File: config.mk
export PLATFORM = sky130hd
export DESIGN_NAME = rfs_div
export DESIGN_NICKNAME = d
export VERILOG_FILES = /design/src/rtl/assert_macros.svh /design/src/rtl/rfs_div.sv
export SDC_FILE = /design/constraint.sdc
export NUM_CORES = 1
export LEC_CHECK = 0
export BUFFER_PORTS_ARGS = -buffer_cell sky130_fd_sc_hd__buf_2
export CAP_MARGIN = 5
export CORE_MARGIN = 4
export CORE_UTILIZATION = 35
export CTS_BUF_LIST = sky130_fd_sc_hd__clkbuf_16
export CTS_CLUSTER_DIAMETER = 100
export DETAILED_ROUTE_END_ITERATION = 12
export SETUP_SLACK_MARGIN = 0.5
export SLEW_MARGIN = 15
export SYNTH_ARGS = -nofsm -noshare
export SYNTH_HDL_FRONTEND = slang
export SYNTH_SLANG_ARGS = --single-unit
export TNS_END_PERCENT = 50
File: constraint.sdc
create_clock -name clock -period 5.3 [get_ports clock]
set_input_delay 0.265 -clock clock [delete_from_list [all_inputs] [get_ports clock]]
set_output_delay 0.265 -clock clock [all_outputs]
set_load 0.1 [all_outputs]
File: src/rtl/assert_macros.svh
// Assertion helpers included by the split unit.
// Both sample on the rising edge of clock and are disabled while reset is high.
`ifndef ASSERT_MACROS_SVH
`define ASSERT_MACROS_SVH

// The consequent must hold in the same cycle as the antecedent.
`define ASSERT_IMP(label, ante, cons) \
   label: assert property (@(posedge clock) disable iff (reset) (ante) |-> (cons)) \
      else $error("same-cycle check failed");

// The consequent must hold in the cycle after the antecedent.
`define ASSERT_NXT(label, ante, cons) \
   label: assert property (@(posedge clock) disable iff (reset) (ante) |=> (cons)) \
      else $error("next-cycle check failed");

`endif

File: src/rtl/rfs_div.sv
module rfs_div #(
   parameter int NUM_W  = 28,
   parameter int DEN_W  = 14,
   parameter int QUO_W  = 16,
   parameter int STAGES = 8
) (
   input  logic             clock,
   input  logic [NUM_W-1:0] num,
   input  logic [DEN_W-1:0] den,
   output logic [QUO_W-1:0] quo
);
   // Restoring division, QUO_W / STAGES quotient bits per stage. The caller
   // guarantees that the quotient fits in QUO_W bits, so the numerator bits
   // above the quotient start out as a partial remainder below den.
   localparam int STEPS = QUO_W / STAGES;
   localparam int REM_W = DEN_W + 1;

   logic [REM_W-1:0] rem_ff [STAGES];
   logic [DEN_W-1:0] den_ff [STAGES];
   logic [QUO_W-1:0] low_ff [STAGES];
   logic [QUO_W-1:0] quo_ff [STAGES];

   for (genvar s = 0; s < STAGES; s++) begin : g_stage
      logic [REM_W-1:0] rem_src;
      logic [REM_W-1:0] rem_in;
      logic [DEN_W-1:0] den_src;
      logic [QUO_W-1:0] low_src;
      logic [QUO_W-1:0] low_in;
      logic [QUO_W-1:0] quo_src;
      logic [QUO_W-1:0] quo_in;

      if (s == 0) begin : g_first
         assign rem_src = REM_W'(num >> QUO_W);
         assign den_src = den;
         assign low_src = num[QUO_W-1:0];
         assign quo_src = '0;
      end else begin : g_next
         assign rem_src = rem_ff[s-1];
         assign den_src = den_ff[s-1];
         assign low_src = low_ff[s-1];
         assign quo_src = quo_ff[s-1];
      end

      always_comb begin
         rem_in = rem_src;
         low_in = low_src;
         quo_in = quo_src;
         for (int j = 0; j < STEPS; j++) begin
            rem_in = {rem_in[REM_W-2:0], low_in[QUO_W-1]};
            low_in = {low_in[QUO_W-2:0], 1'b0};
            if (rem_in >= {1'b0, den_src}) begin
               rem_in = rem_in - {1'b0, den_src};
               quo_in = {quo_in[QUO_W-2:0], 1'b1};
            end else begin
               quo_in = {quo_in[QUO_W-2:0], 1'b0};
            end
         end
      end

      always_ff @(posedge clock) begin
         rem_ff[s] <= rem_in;
         den_ff[s] <= den_src;
         low_ff[s] <= low_in;
         quo_ff[s] <= quo_in;
      end
   end

   assign quo = quo_ff[STAGES-1];

endmodule

==> summary.md <==
| Metric | Value |
|---|---|
| Minimum clock period | 4.647 ns |
| H-tree lvl count | 2 |
| Area leader, netlist | dfxtp_1 |
| Synth top area share | 34.19% |
| Largest net degree at the start of global routing | 16 |
| Drt drc | 0 |
| Ports | 59 |
| Share of cells above drive strength 1 | 17.74% |
| Synthesized instance count | 2,041 |
| Synthesis Warnings | 0 |
| Initial antenna violation count | 0 |
| CTS Buffer Depth | 3 |
| Post-synth cell types | 83 |
| Startpoint Class | flip-flop |
| Worst Setup End Kind | flip-flop |
| Post-synth EDFFs | 0 |
| GP Congestion | 0.8930 |
| Fill cells | 5,211 |
| Setup TNS | 0 ns |
| Post-DP HPWL | 36,590 µm |
| Tightest Hold Check Type | input port to flip-flop |
| Clk slew on worst S/H paths | 0.06 ns |
| #FFs+latches synth | 324 |
| Final ANT Viol Nets | 0 |
| First-pass GRT wire length | 74,850 µm |
| Diode count | 0 |
| Unrepaired setup endpoints after global routing | true |
| Max-slew violations | 0 |
| Final setup violation count | 0 |
| Syn_area_per_cell | 9.295 µm² |
| Clk sinks | 324 |
| Setup ws final | 0.6532 ns |
| Relative slew margins | 56.53% |
| Ys async rst share | 0% |
| Die height | 240.8 µm |
| Total of max-cap violations | 0 |
| Final Cycle Share | 87.68% |
| Post-synth top cells | dfxtp_1, ha_1, inv_1 |
| Worst clock skew | 0.01087 ns |
| Initial Util | 35.32% |
| Most common cell in the netlist | dfxtp_1 |
| Die X | 240.8 µm |
| Total GRT Usage | 15.68% |
| Layout Cells excl Fill | 2,934 |
| Final hold violations | 0 |
| Type of the worst setup path | flip-flop to flip-flop |
| Core area | 53,710 µm² |
| Final nets | 2,491 |
| Root cell of the clock tree | clkbuf_16 |
| Area Overhead vs Synth | 17.78% |
| Prevailing post-synth register cell | dfxtp_1 |
| Port bufs | 58 |
| Worst slew pin tran | 0.6356 ns |
| Fin util | 41.60% |
| Skew-Pair Late Insertion Delay | 0.54 ns |
| CTS tree | built |
| Max FO, Critical Path | 15 |
| Crit-path slowest cell | or3_1 |
| Vias | 15,140 |
| Top post-synthesis cells by area | dfxtp_1, ha_1, mux2_2 |
| Critical Path RT | 5.72 ns |
| Synthesized cell area | 18,970 µm² |
| Syn Nets | 2,322 |
| Num CTS Buffers | 38 |
| Die area | 57,990 µm² |
| FMAX | 0.2152 GHz |
| Post-Place Worst Slack | 0.06879 ns |
| Vias/cell | 5.159 |
| Iteration-0 DRC Markers | 869 |
| DR WL/cell | 15.85 µm |
| Pre-antenna DRT Iters | 5 |
| Vias in the first global route | 15,030 |
| Final wirelength | 46,510 µm |
| FP Rows | 85 |
| Grt ovf | 0 |
| Crit path DAT | 5.07 ns |
| Dpl cells | 2,795 |
| Crit-path cells | inv_1 -> ha_1 -> nand2b_1 -> a21oi_2 -> o21ai_4 -> o22a_2 -> o31ai_4 -> buf_12 -> mux2_2 -> ha_1 -> or3_1 -> o22a_1 -> o21ai_2 -> o311ai_0 -> o31a_2 -> a2111o_2 -> buf_12 -> mux2_4 |
| Seq/Total Area, Yosys | 34.19% |
| CP peak stage delay | 0.43 ns |
| Status | complete, no violations |
## worst max-delay path, delay by kind of cell (launching register included)
family / cells / cell delay, ns
compound gates: 9 / 1.99
simple gates: 2 / 0.53
mux: 2 / 0.65
flops: 1 / 0.37
fa+ha+maj: 2 / 0.55
buf+inv: 3 / 0.44
## metrics by stage
stage               instance area, µm²  hold slack [ns]
global placement                 20200           0.3096
global route                     22340          0.09134
floorplan                        18990           0.2927
CTS                              21850          0.07322
finish                           22340           0.1069
detailed placement               20200           0.3121
## routing by layer
| layer | vias to the layer above | track usage (%) | share of wire, % |
|---|---|---|---|
| met1 | 7084 | 20.07 | 45 |
| met4 | 0 | 5.756 | 3.1 |
| met3 | 88 | 2.365 | 4.4 |
| met5 | - | 0 | 0 |
| li1 | 7650 | - | - |
| met2 | 315 | 26.92 | 48 |
## final cells by class
cell class / count / area, µm² / area share [%]
Multi-Input combinational cell: 1502 / 11940 / 53.46
Sequential cell: 324 / 6501 / 29.10
Timing Repair Buffer: 156 / 1162 / 5.202
Clock buffer: 39 / 975.9 / 4.368
Tap cell: 696 / 870.8 / 3.897
Inverter: 188 / 710.7 / 3.181
Clock inverter: 29 / 178.9 / 0.8008
## sequential cells by signal, indices dropped and copies added (netlist names)
register  flops
low_ff       56
den_ff       98
rem_ff       98
quo_ff       72
## final timing paths
kind                     start             to  slack [ns]  cells after the start
hold reg to reg   low_ff[1][5]   low_ff[2][7]        0.32                      0
setup reg to reg  den_ff[5][1]  rem_ff[6][13]        0.65                     18
setup / recovery  den_ff[5][1]  rem_ff[6][13]        0.65                     18
hold / removal         num[19]   rem_ff[0][5]        0.11                      3
## kinds of logic (layout without fill, tap and decap cells)
kind of cell	count (synthesis)	after routing	synth area share, %
buffers and inverters	215	412	4.557
flip-flops	324	324	34.19
AO/OA/AOI/OAI	532	532	18.63
multiplexers	140	140	8.323
adder cells (fa/ha/maj)	238	238	16.29
AND/OR/NAND/NOR	456	456	11.73
XOR/XNOR	136	136	6.279
## layout by cell type (no fill, tap or decap), types with 9 or more instances in the layout
master         count
dfxtp_1          316
ha_1             206
inv_1            189
nor2_1           149
a21oi_1          132
mux2_2           111
o21ai_0          104
xnor2_1           99
nand2_1           97
buf_4             59
buf_2             58
a21o_1            48
o21a_1            46
clkbuf_16         39
xor2_1            37
nor3_1            32
nor2b_1           31
nand4_1           30
dlygate4sd3_1     29
a211oi_1          25
nand3_1           24
o21bai_1          18
mux2i_1           18
nand2b_1          17
o31a_1            15
fa_1              15
and3_1            14
or3_1             13
a31oi_1           13
o31ai_1           13
o211ai_1          12
mux2_4            10
ha_2              10
clkinv_2          10
a21oi_2            9
o21ai_2            9
## repair_timing
item,CTS,global route
cloned,0,1
endpoints found under the hold margin,29,0
endpoints found under the setup margin,80,97
pin swaps,10,29
hold buffers,29,0
buffers inserted,15,26
gates resized for setup,17,77
Power is not shown: default switching activity piles up to over one toggle a cycle in this logic, so the estimate is an artifact.
