**src/rtl/assert_macros.svh**
```systemverilog
// Assertion helpers included by the split unit.
// Both sample on the rising edge of clock and are disabled while reset is high.
`ifndef ASSERT_MACROS_SVH
`define ASSERT_MACROS_SVH

// The consequent must hold in the same cycle as the antecedent.
`define ASSERT_IMP(label, ante, cons) \
   label: assert property (@(posedge clock) disable iff (reset) (ante) |-> (cons)) \
      else $error("same-cycle check failed");

// The consequent must hold in the cycle after the antecedent.
`define ASSERT_NXT(label, ante, cons) \
   label: assert property (@(posedge clock) disable iff (reset) (ante) |=> (cons)) \
      else $error("next-cycle check failed");

`endif

```
**src/rtl/rfs_sqrt.sv**
```systemverilog
module rfs_sqrt #(
   parameter int VAL_W  = 32,
   parameter int STAGES = 8
) (
   input  logic               clock,
   input  logic [VAL_W-1:0]   val,
   output logic [VAL_W/2-1:0] root
);
   // Digit-by-digit floor square root, one root bit per step.
   localparam int ROOT_W = VAL_W / 2;
   localparam int STEPS  = ROOT_W / STAGES;
   localparam int REM_W  = ROOT_W + 4;

   logic [REM_W-1:0]  rem_ff  [STAGES];
   logic [ROOT_W-1:0] root_ff [STAGES];
   logic [VAL_W-1:0]  val_ff  [STAGES];

   for (genvar s = 0; s < STAGES; s++) begin : g_stage
      logic [REM_W-1:0]  rem_src;
      logic [REM_W-1:0]  rem_in;
      logic [REM_W-1:0]  trial;
      logic [ROOT_W-1:0] root_src;
      logic [ROOT_W-1:0] root_in;
      logic [VAL_W-1:0]  val_src;
      logic [VAL_W-1:0]  val_in;

      if (s == 0) begin : g_first
         assign rem_src  = '0;
         assign root_src = '0;
         assign val_src  = val;
      end else begin : g_next
         assign rem_src  = rem_ff[s-1];
         assign root_src = root_ff[s-1];
         assign val_src  = val_ff[s-1];
      end

      always_comb begin
         rem_in  = rem_src;
         root_in = root_src;
         val_in  = val_src;
         trial   = '0;
         for (int j = 0; j < STEPS; j++) begin
            rem_in = {rem_in[REM_W-3:0], val_in[VAL_W-1:VAL_W-2]};
            val_in = {val_in[VAL_W-3:0], 2'b00};
            trial  = REM_W'({root_in, 2'b01});
            if (rem_in >= trial) begin
               rem_in  = rem_in - trial;
               root_in = {root_in[ROOT_W-2:0], 1'b1};
            end else begin
               root_in = {root_in[ROOT_W-2:0], 1'b0};
            end
         end
      end

      always_ff @(posedge clock) begin
         rem_ff[s]  <= rem_in;
         root_ff[s] <= root_in;
         val_ff[s]  <= val_in;
      end
   end

   assign root = root_ff[STAGES-1];

endmodule

```
**config.mk**
```make
export PLATFORM = sky130hd
export DESIGN_NAME = rfs_sqrt
export DESIGN_NICKNAME = d
export VERILOG_FILES = /design/src/rtl/assert_macros.svh /design/src/rtl/rfs_sqrt.sv
export SDC_FILE = /design/constraint.sdc
export NUM_CORES = 1
export LEC_CHECK = 0
export ABC_AREA = 1
export ABC_CLOCK_PERIOD_IN_PS = 3900
export BUFFER_PORTS_ARGS = -buffer_cell sky130_fd_sc_hd__buf_2
export CORE_MARGIN = 2
export CORE_UTILIZATION = 25
export CTS_BUF_LIST = sky130_fd_sc_hd__clkbuf_2 sky130_fd_sc_hd__clkbuf_4 sky130_fd_sc_hd__clkbuf_8
export DETAILED_ROUTE_END_ITERATION = 7
export GPL_ROUTABILITY_DRIVEN = 0
export PLACE_DENSITY = 0.48
export SETUP_SLACK_MARGIN = 0.15
export SLEW_MARGIN = 10
export SYNTH_ARGS = -nofsm -noshare
export SYNTH_HDL_FRONTEND = slang
export SYNTH_SLANG_ARGS = --single-unit
```
**constraint.sdc**
```tcl
create_clock -name clock -period 3.9 [get_ports clock]
set_clock_uncertainty 0.1 [all_clocks]
set_input_delay 0 -clock clock [delete_from_list [all_inputs] [get_ports clock]]
set_output_delay 0 -clock clock [all_outputs]
set_load 0.03 [all_outputs]
```
==> results of run 1 <==
==> cell families (layout without fill, tap and decap cells) <==
family                   Yosys count  count (layout)  synth area share
flip-flops                       302             302            0.3262
XOR/XNOR                         104             104           0.04915
adder cells (fa/ha/maj)          149             149            0.1006
buffers and inverters            431             723           0.09303
AO/OA/AOI/OAI                    311             311           0.09357
AND/OR/NAND/NOR                 1454            1455            0.3373
other                              1               3         0.0002023
==> cells in the mapped netlist, types with 13 or more instances <==
cell / instances / area, sq um
nand4_1: 46 / 287.8
nand2_2: 20 / 125.1
nor2_2: 14 / 87.58
nand2_1: 842 / 3161
o21a_1: 15 / 112.6
inv_2: 17 / 63.81
o21ai_0: 110 / 550.5
nor3_1: 33 / 165.2
nor2_1: 234 / 878.3
dfxtp_1: 302 / 6046
a21oi_1: 132 / 660.6
inv_1: 385 / 1445
o21bai_1: 13 / 97.59
nand3_1: 209 / 1046
xor2_1: 75 / 656.9
xnor2_1: 29 / 254.0
ha_1: 149 / 1864
==> per-stage QoR <==
step / instances / utilization / setup TNS [ns] / hold WS, ns
final: 4006 / 0.3169 / 0 / 0.2096
after global routing: 4006 / 0.3169 / 0 / 0.2226
after CTS: 3990 / 0.3073 / 0 / 0.1782
after detailed placement: 3817 / 0.2793 / -0.001156 / 0.003586
after global placement: 3817 / 0.2793 / -0.04982 / 0.004542
after floorplan: 2753 / - / 0 / -0.07228
==> worst max-delay path, delay by kind of cell, from the launching register on <==
| kind | cells | cell delay, ns |
|---|---|---|
| adders and majority gates | 2 | 0.65 |
| DFF | 1 | 0.37 |
| AOI/OAI and AO/OA | 2 | 0.24 |
| buffers and inverters | 3 | 0.24 |
| and+or+nand+nor | 14 | 1.77 |
==> path summary, 6_finish.rpt <==
kind,end,cells past startpoint
worst max-delay path,rem_ff[3][2]$_DFF_P_,21
worst min-delay path,val_ff[1][21]$_DFF_P_,0
worst min register to register,val_ff[1][21]$_DFF_P_,0
worst max register to register,rem_ff[3][2]$_DFF_P_,21
==> state kept, by name, summed over array words and instances (netlist names) <==
register,flops
val_ff,112
root_ff,72
rem_ff,118
==> metal layers <==
layer / routed length [um] / part of all wire / vias up / GRT usage
met5: 0 / 0 / - / 0
li1: - / - / 9299 / -
met3: 2320 / 0.043 / 70 / 0.02256
met2: 23550 / 0.44 / 293 / 0.2225
met4: 1061 / 0.020 / 0 / 0.03573
met1: 27140 / 0.50 / 7703 / 0.1934
==> layout make-up <==
cell class                 instances  share of cell area
sequential                       302              0.2614
tap                              959             0.05172
timing repair buffer             214             0.07416
antenna                            1           0.0001079
inverter                         405             0.06650
multi-input combinational       2021              0.4887
timing repair inverter             1           0.0002697
clock inverter                    23             0.01262
clock buffer                      80             0.04449
==> report_power, final <==
part	switching, mW	internal (mW)	total, mW
sequential	0.472	3.65	4.12
clock	1.45	2.11	3.56
combinational	3.49	2.14	5.63
==> repair_timing <==
action,4_1_cts,5_1_grt
setup endpoints to repair,44,98
pin swaps,1,19
hold buffers,67,0
gates cloned,0,2
setup buffers,3,13
resized for setup,7,159
hold endpoints to repair,40,0
==> flow_summary.toml, run 1 <==
[run]
maxCapViolCount = 0

[logic_synthesis]
ys_seq_area_frac = 0.3262
syn_avg_cell_area_sq_um = 6.735
synth.distinct_cells = 51
synth_cells = 2752
async_flop_share = 0
syn_area_sq_um = 18530
yosys_warnings = 0
ys_seq_elements = 302
synth-edff-count = 0
synth_flop_cell = "dfxtp_1"

[cts]
cts_root_buf = "clkbuf_8"
cts_buffer_depth = 3
clock_sinks = 302
clk-insertion-delay-late_ns = 0.67
cts_htree_levels = 2
cts_made_buffers = 56
tritoncts = "yes"
path_clk_slew_ns = 0.07

[drt]
drtPass1Iterations = 5
drt_first_iter_violations = 1107
avgViaCountPerCell = 4.335
totalWireLength_um = 54070
drc_errors = 0
wire_per_inst_um = 13.50
dr_total_vias = 17370
ant_nets = 0

[final_layout]
syn_to_final_growth_pct = 25.17
fillers = 7945
layout_commonest_cell = "nand2_1"
layout-drive-gt1-share = 0.1510
most-common-layout-cells = "833 x nand2_1, 384 x inv_1, 287 x dfxtp_1"
final_nets = 3183
seqCellArea_sq_um = 6065
multiInputGateArea_sq_um = 11340
stdcell_area_sq_um = 23200

[setup_path]
r2r_slack_ns = 0.40
setup.worst_path.start = "root_ff[0][37]$_DFF_P_"
timing.rr.start = "root_ff[0][37]$_DFF_P_"
cp.required_ns = 4.33
start_kind = "flip-flop"
path_class = "flip-flop to flip-flop"
crit_fanout = 14
path_cells = "inv_1, ha_2, nand2_1, clkinv_1, nand2_1, nand2_1, nor2_1, nand2_2, nor2_4, o21ai_1, ha_1, nand2_1, nor2_4, and3_1, nand3_1, nor2_1, nand3_1, nand3_2, inv_2, nand2_4, o21ai_0"
crit_slowest_cell = "dfxtp_1"
cp-end-kind = "flip-flop"
worstPathArrival_ns = 3.93
path_common_cell = "nand2_1"
max_stage_delay_ns = 0.37

[global_route]
grt_pass1_vias = 16640
grt_max_degree = 21
grt_first_pass_wirelength_um = 86250
grt.overflow.total = 0
grt_antenna_before_repair = 1
track_usage = 0.1390

[power_and_ir_drop]
power_density_nw_per_um2 = 573.9
power.leakage_nw = 11.78
p_total_mw = 13.31
vdd_drop_max_v = 0.0002147

[timing]
tightest_slew_ns = 0.6252
fmax_mhz = 285.5
grt_setup_unrepaired = "no"
setup_violations = 0
relSlewSlack = 0.5794
slew_viol_final = 0
min_period_over_period = 0.8981
hold_viol = 0
worst_slack_ns = 0.3973
min_period_ns = 3.503

[placement]
preCtsSetupSlack_ns = -0.001156
dpl.hpwl_um = 43310
detailed_place.area_sq_um = 20450
io_buffers = 48

[die]
row_count = 99
die_y_um = 276.3
start_util = 0.2532
die_w_um = 276.3
core_area_sq_um = 73210
io_pins = 49
dieArea_sq_um = 76330

[worst_hold_path]
hold_path_class = "flip-flop to flip-flop"
holdCritStartpoint = "val_ff[0][17]$_DFF_P_"

[outcome]
status = "completed"
No activity file was read; power rests on OpenSTA's default activity.
==> run 2, diff against run 1 <==
--- a/config.mk
+++ b/config.mk
@@ -9,4 +9,2 @@
 export ABC_CLOCK_PERIOD_IN_PS = 3900
-export BUFFER_PORTS_ARGS = -buffer_cell sky130_fd_sc_hd__buf_2
-export CORE_MARGIN = 2
 export CORE_UTILIZATION = 25
@@ -14,4 +12,5 @@
 export DETAILED_ROUTE_END_ITERATION = 7
+export DONT_BUFFER_PORTS = 1
 export GPL_ROUTABILITY_DRIVEN = 0
-export PLACE_DENSITY = 0.48
+export PLACE_DENSITY = 0.47
 export SETUP_SLACK_MARGIN = 0.15
==> constraint.sdc (replaced) <==
create_clock -name clock -period 3.9 [get_ports clock]
set_clock_uncertainty 0.1 [all_clocks]
set_input_delay 0.78 -clock clock [delete_from_list [all_inputs] [get_ports clock]]
set_output_delay 0.78 -clock clock [all_outputs]
set_load 0.03 [all_outputs]
==> run 2 against run 1 <==
The run now ends with DRC left. Sequential share of layout area grew 0.22 points. First-iteration DRC count down 24%. Design area shrank 0.94%. Utilization fell by 0.30 points. Sequential power is 1% higher. Worst hold slack worse by 0.11 ns. Global-route usage up 0.38 points. Total power rose by 0.41%. Critical path depth is 2 lower. Critical path type unchanged. Largest cell class unchanged.
==> flow_summary.toml, run 2 (synthesis results as in run 1) <==
[outcome]
status = "finished, violations left"
failed_checks = "DRC"

[global_route]
grt_first_pass_wirelength_um = 85970
grt_antenna_before_repair = 3
grt.overflow.total = 0
track_usage = 0.1428
grt_pass1_vias = 16370
grt_max_degree = 21

[final_layout]
fillers = 7949
final_nets = 3148
layout-drive-gt1-share = 0.1573
syn_to_final_growth_pct = 24.00
most-common-layout-cells = "827 x nand2_1, 383 x inv_1, 293 x dfxtp_1"
largest_reg_flops = 118
final_cells = 3974
layout_commonest_cell = "nand2_1"
top_register = "rem_ff"
reg.largest.list = "rem_ff: 118 flops, val_ff: 112 flops, root_ff: 72 flops"

[timing]
min_period_over_period = 0.9070
worst_slack_ns = 0.3629
relSlewSlack = 0.6004
slew_viol_final = 0
tightest_slew_ns = 0.5940
grt_setup_unrepaired = "yes"
setup_violations = 0
min_period_ns = 3.537
fmax_mhz = 282.7
hold_viol = 0

[setup_path]
r2r_cells = 19
path_cells = "inv_1, ha_2, nand2_1, nor2_2, nand2_1, nor2_2, nor2_4, nand2_2, inv_8, o21ai_1, ha_1, a21oi_1, o21a_1, nand2_1, a21oi_1, nand2_1, buf_12, nand2_1, nand2_1"
cp.required_ns = 4.35
cp-end-kind = "flip-flop"
critical_path_depth = 19
start_kind = "flip-flop"
worstPathArrival_ns = 3.98
cp_top_family = "simple AND/OR/NAND/NOR gates"
path_buf_inv = 3
r2r-end = "rem_ff[4][8]$_DFF_P_"
critPathCapture = "rem_ff[4][8]$_DFF_P_"
r2r_slack_ns = 0.36
timing.rr.start = "root_ff[0][55]$_DFF_P_"
setup.worst_path.start = "root_ff[0][55]$_DFF_P_"
path_common_cell = "nand2_1"
crit_fanout = 19
max_stage_delay_ns = 0.39
path_class = "flip-flop to flip-flop"
crit_slowest_cell = "ha_2"

[die]
core_area_sq_um = 73210
die_w_um = 274.3
start_util = 0.2532
row_count = 99
dieArea_sq_um = 75230
die_y_um = 274.3
io_pins = 49

[placement]
dp.cells = 3809
preCtsSetupSlack_ns = -0.1458
io_buffers = 0
dpl.hpwl_um = 43970

[run]
maxCapViolCount = 0

[drt]
drc_errors = 4
avgViaCountPerCell = 4.327
drtPass1Iterations = 8
ant_nets = 0
dr_total_vias = 17200
wire_per_inst_um = 13.67
totalWireLength_um = 54340
drt_first_iter_violations = 838

[power_and_ir_drop]
power_density_nw_per_um2 = 581.7
power.leakage_nw = 11.72
p_total_mw = 13.37
vdd_drop_max_v = 0.0002526

[cts]
cts_made_buffers = 59
cts_buffer_depth = 3
clk-insertion-delay-late_ns = 0.68
clock_sinks = 302
path_clk_slew_ns = 0.06
cts_htree_levels = 2
cts_root_buf = "clkbuf_8"
tritoncts = "yes"

[worst_hold_path]
hold_path_class = "primary input to flip-flop"
run 2: changes by cell type in the layout (fill, tap and decap cells not counted), moves of 4 or more:
cell           previous run  this run
clkinv_2                  8        12
buf_4                    93       137
dfxtp_2                  15         9
nand2_1                 833       827
dlygate4sd3_1            67        28
buf_2                    48         0
a21oi_1                 112       108
clkbuf_4                 11        16
nand2_2                  27        33
dfxtp_1                 287       293
o21ai_1                  29        24
run 2: layer usage:
metal	track usage	wire, um	vias to the layer above
met5	0	0	-
met4	0.03465	988	0
met3	0.02172	2033	78
met2	0.2359	24780	262
met1	0.1931	26540	7624
li1	-	-	9232
run 2: worst min-delay path by stage:
stage / slack (ns) / startpoint / cells after the start / end
2_1_floorplan: 0.21 / val_ff[0][6]$_DFF_P_ / 0 / val_ff[1][10]$_DFF_P_
3_3_place_gp: 0.21 / val_ff[4][23]$_DFF_P_ / 0 / val_ff[5][27]$_DFF_P_
3_5_place_dp: 0.21 / val_ff[0][17]$_DFF_P_ / 0 / val_ff[1][21]$_DFF_P_
4_1_cts: 0.04 / val[31] / 1 / root_ff[0][1]$_DFF_P_
5_1_grt: 0.04 / val[31] / 1 / root_ff[0][1]$_DFF_P_
6_report: 0.10 / val[31] / 1 / root_ff[0][1]$_DFF_P_
run 2: cell type report:
type | instances | area, sq um | area share
sequential | 302 | 6057 | 0.2636
antenna | 1 | 2.502 | 0.0001089
clock buffer | 87 | 1097 | 0.04775
clock inverter | 22 | 244.0 | 0.01062
inverter | 405 | 1545 | 0.06724
timing repair inverter | 3 | 16.27 | 0.0007078
multi-input combinational | 2021 | 11370 | 0.4946
tap | 959 | 1200 | 0.05221
timing repair buffer | 174 | 1454 | 0.06326
run 2: where the power goes:
part / internal (mW) / leakage (nW) / total, mW / switching (mW)
logic: 2.17 / 8.49 / 5.64 / 3.47
registers: 3.65 / 2.52 / 4.16 / 0.515
clock network: 2.08 / 0.706 / 3.57 / 1.48
run 2: per-stage QoR:
| step | instance area (sq um) | utilization | setup TNS (ns) | hold slack (ns) |
|---|---|---|---|---|
| 2_1_floorplan | 18540 | - | 0 | 0.2096 |
| 3_3_place_gp | 20510 | 0.2802 | -1.372 | 0.2101 |
| 3_5_place_dp | 20510 | 0.2802 | -1.401 | 0.2121 |
| 4_1_cts | 22200 | 0.3032 | 0 | 0.03853 |
| 5_1_grt | 22980 | 0.3139 | 0 | 0.03958 |
| 6_report | 22980 | 0.3139 | 0 | 0.1039 |
run 2: repair_timing:
action / in CTS / in global routing
setup buffers: 3 / 20
resized for setup: 11 / 164
pin swaps: 3 / 24
setup endpoints to repair: 46 / 110
gates cloned: 0 / 4
hold buffers: 28 / 0
hold endpoints to repair: 28 / 0
==> run 3, diff against run 2 <==
CTS_BUF_LIST = sky130_fd_sc_hd__clkbuf_8   (was sky130_fd_sc_hd__clkbuf_2 sky130_fd_sc_hd__clkbuf_4 sky130_fd_sc_hd__clkbuf_8)
==> run 3 against run 2 <==
Wire length is 0.14% lower. Utilization is 0.099 points lower. Design area is 0.32% lower. Non-clock buffer count stayed put. Maximum frequency is 0.68% higher. Sequential cell count stayed put. First-iteration DRC count is 3.6% higher. Worst hold slack worse by 0.00091 ns. The run still ends with DRC left. Die area stayed put. Global-route usage hardly changed. Largest cell class unchanged.
==> flow_summary.toml, run 3 (synthesis results as in run 1) <==
[placement]
dp.cells = 3809
preCtsSetupSlack_ns = -0.1458
io_buffers = 0
dpl.hpwl_um = 43970

[global_route]
grt_max_degree = 21
grt_antenna_before_repair = 3
grt_first_pass_wirelength_um = 85910
grt_pass1_vias = 16360
grt.overflow.total = 0
track_usage = 0.1427

[timing]
setup_violations = 0
fmax_mhz = 284.6
tightest_slew_ns = 0.6078
slew_viol_final = 0
grt_setup_unrepaired = "yes"
hold_viol = 0
relSlewSlack = 0.5911
min_period_ns = 3.513
min_period_over_period = 0.9008
worst_slack_ns = 0.3867

[drt]
drc_errors = 4
avgViaCountPerCell = 4.319
drt_first_iter_violations = 868
dr_total_vias = 17170
drtPass1Iterations = 7
totalWireLength_um = 54270
ant_nets = 0
wire_per_inst_um = 13.66

[final_layout]
fillers = 7961
layout-drive-gt1-share = 0.1516
layout_commonest_cell = "nand2_1"
reg.largest.list = "rem_ff: 118 flops, val_ff: 112 flops, root_ff: 72 flops"
most-common-layout-cells = "827 x nand2_1, 399 x inv_1, 293 x dfxtp_1"
largest_reg_flops = 118
syn_to_final_growth_pct = 23.61
final_cells = 3974
final_nets = 3148
top_register = "rem_ff"

[cts]
clk-insertion-delay-late_ns = 0.68
path_clk_slew_ns = 0.06
tritoncts = "yes"
cts_root_buf = "clkbuf_8"
clock_sinks = 302
cts_made_buffers = 59
cts_buffer_depth = 3
cts_htree_levels = 2

[power_and_ir_drop]
vdd_drop_max_v = 0.0002526
power_density_nw_per_um2 = 576.6
power.leakage_nw = 11.74

[setup_path]
start_kind = "flip-flop"
timing.rr.start = "root_ff[0][55]$_DFF_P_"
r2r_cells = 19
r2r_slack_ns = 0.39
cp.required_ns = 4.35
path_class = "flip-flop to flip-flop"
crit_fanout = 19
cp-end-kind = "flip-flop"
worstPathArrival_ns = 3.96
r2r-end = "rem_ff[4][8]$_DFF_P_"

[run]
maxCapViolCount = 0

[die]
die_w_um = 274.3
start_util = 0.2532
io_pins = 49
row_count = 99
core_area_sq_um = 73210
dieArea_sq_um = 75230
die_y_um = 274.3

[worst_hold_path]
whs_path_depth = 1
whs_endpoint = "root_ff[0][1]$_DFF_P_"
hold_path_class = "primary input to flip-flop"
holdCritStartpoint = "val[31]"

[outcome]
status = "finished, violations left"
failed_checks = "DRC"
## run 3: cell count changes in the layout (fill, tap and decap cells not counted)
| cell | change |
|---|---|
| clkbuf_4 | -16 |
| inv_1 | +16 |
| ha_4 | -1 |
| ha_1 | +1 |
## run 3: power breakdown
group	leakage [nW]	total [mW]	internal, mW	switching, mW
clock network	0.718	3.41	1.93	1.48
logic	8.49	5.64	2.17	3.47
registers	2.52	4.16	3.65	0.514
## run 3: area by class of cell
class / count / area [sq um] / share of cell area
sequential: 302 / 6057 / 0.2644
antenna: 1 / 2.502 / 0.0001092
timing repair inverter: 3 / 16.27 / 0.0007100
clock buffer: 71 / 977.2 / 0.04265
clock inverter: 38 / 304.0 / 0.01327
tap: 959 / 1200 / 0.05238
inverter: 405 / 1545 / 0.06745
timing repair buffer: 174 / 1454 / 0.06346
multi-input combinational: 2021 / 11350 / 0.4956
## run 3: timing repair
action | 4_1_cts | 5_1_grt
pin swaps | 3 | 24
hold buffers | 28 | 0
buffers inserted | 3 | 20
gates resized for setup | 11 | 163
endpoints found under the setup margin | 46 | 110
gates cloned | 0 | 4
hold endpoints to repair | 28 | 0
## run 3: how the worst max path moves through the flow
stage               slack, ns                     end  depth (start not counted)                   start
floorplan                0.40   rem_ff[5][11]$_DFF_P_                         25   root_ff[1][9]$_DFF_P_
global placement        -0.13    rem_ff[3][2]$_DFF_P_                         21  root_ff[0][36]$_DFF_P_
detailed placement      -0.15    rem_ff[3][2]$_DFF_P_                         21  root_ff[0][36]$_DFF_P_
CTS                      0.16    rem_ff[6][9]$_DFF_P_                         21  root_ff[1][16]$_DFF_P_
global route             0.11  root_ff[1][48]$_DFF_P_                         21  root_ff[1][45]$_DFF_P_
finish                   0.39    rem_ff[4][8]$_DFF_P_                         19  root_ff[0][55]$_DFF_P_
## run 3: stage by stage
stage	hold WS (ns)	util	power, mW	cell area [sq um]	TNS, ns
2_1_floorplan	0.2096	-	7.887	18540	0
3_3_place_gp	0.2101	0.2802	9.573	20510	-1.372
3_5_place_dp	0.2121	0.2802	9.534	20510	-1.401
4_1_cts	0.03830	0.3024	13.10	22140	0
5_1_grt	0.03930	0.3129	14.37	22910	0
6_report	0.1030	0.3129	13.21	22910	0
## run 3: routing by layer
layer | vias to the layer above | wire length, um | GRT usage
met5 | - | 0 | 0
met4 | 0 | 989 | 0.03465
met3 | 79 | 2050 | 0.02172
met2 | 271 | 24700 | 0.2355
met1 | 7576 | 26530 | 0.1933
li1 | 9239 | - | -
## run 3: worst max-delay path: stages, from the launching register on
cell and delay (ns):
dfxtp_2 0.36, inv_1 0.08, ha_2 0.39, nand2_1 0.14, nor2_2 0.18, nand2_1 0.09, nor2_2 0.17, nor2_4 0.07
nand2_2 0.11, inv_8 0.07, o21ai_1 0.24, ha_1 0.33, a21oi_1 0.22, o21a_1 0.15, nand2_1 0.10, a21oi_1 0.19
nand2_1 0.12, buf_12 0.16, nand2_1 0.05, nand2_1 0.07
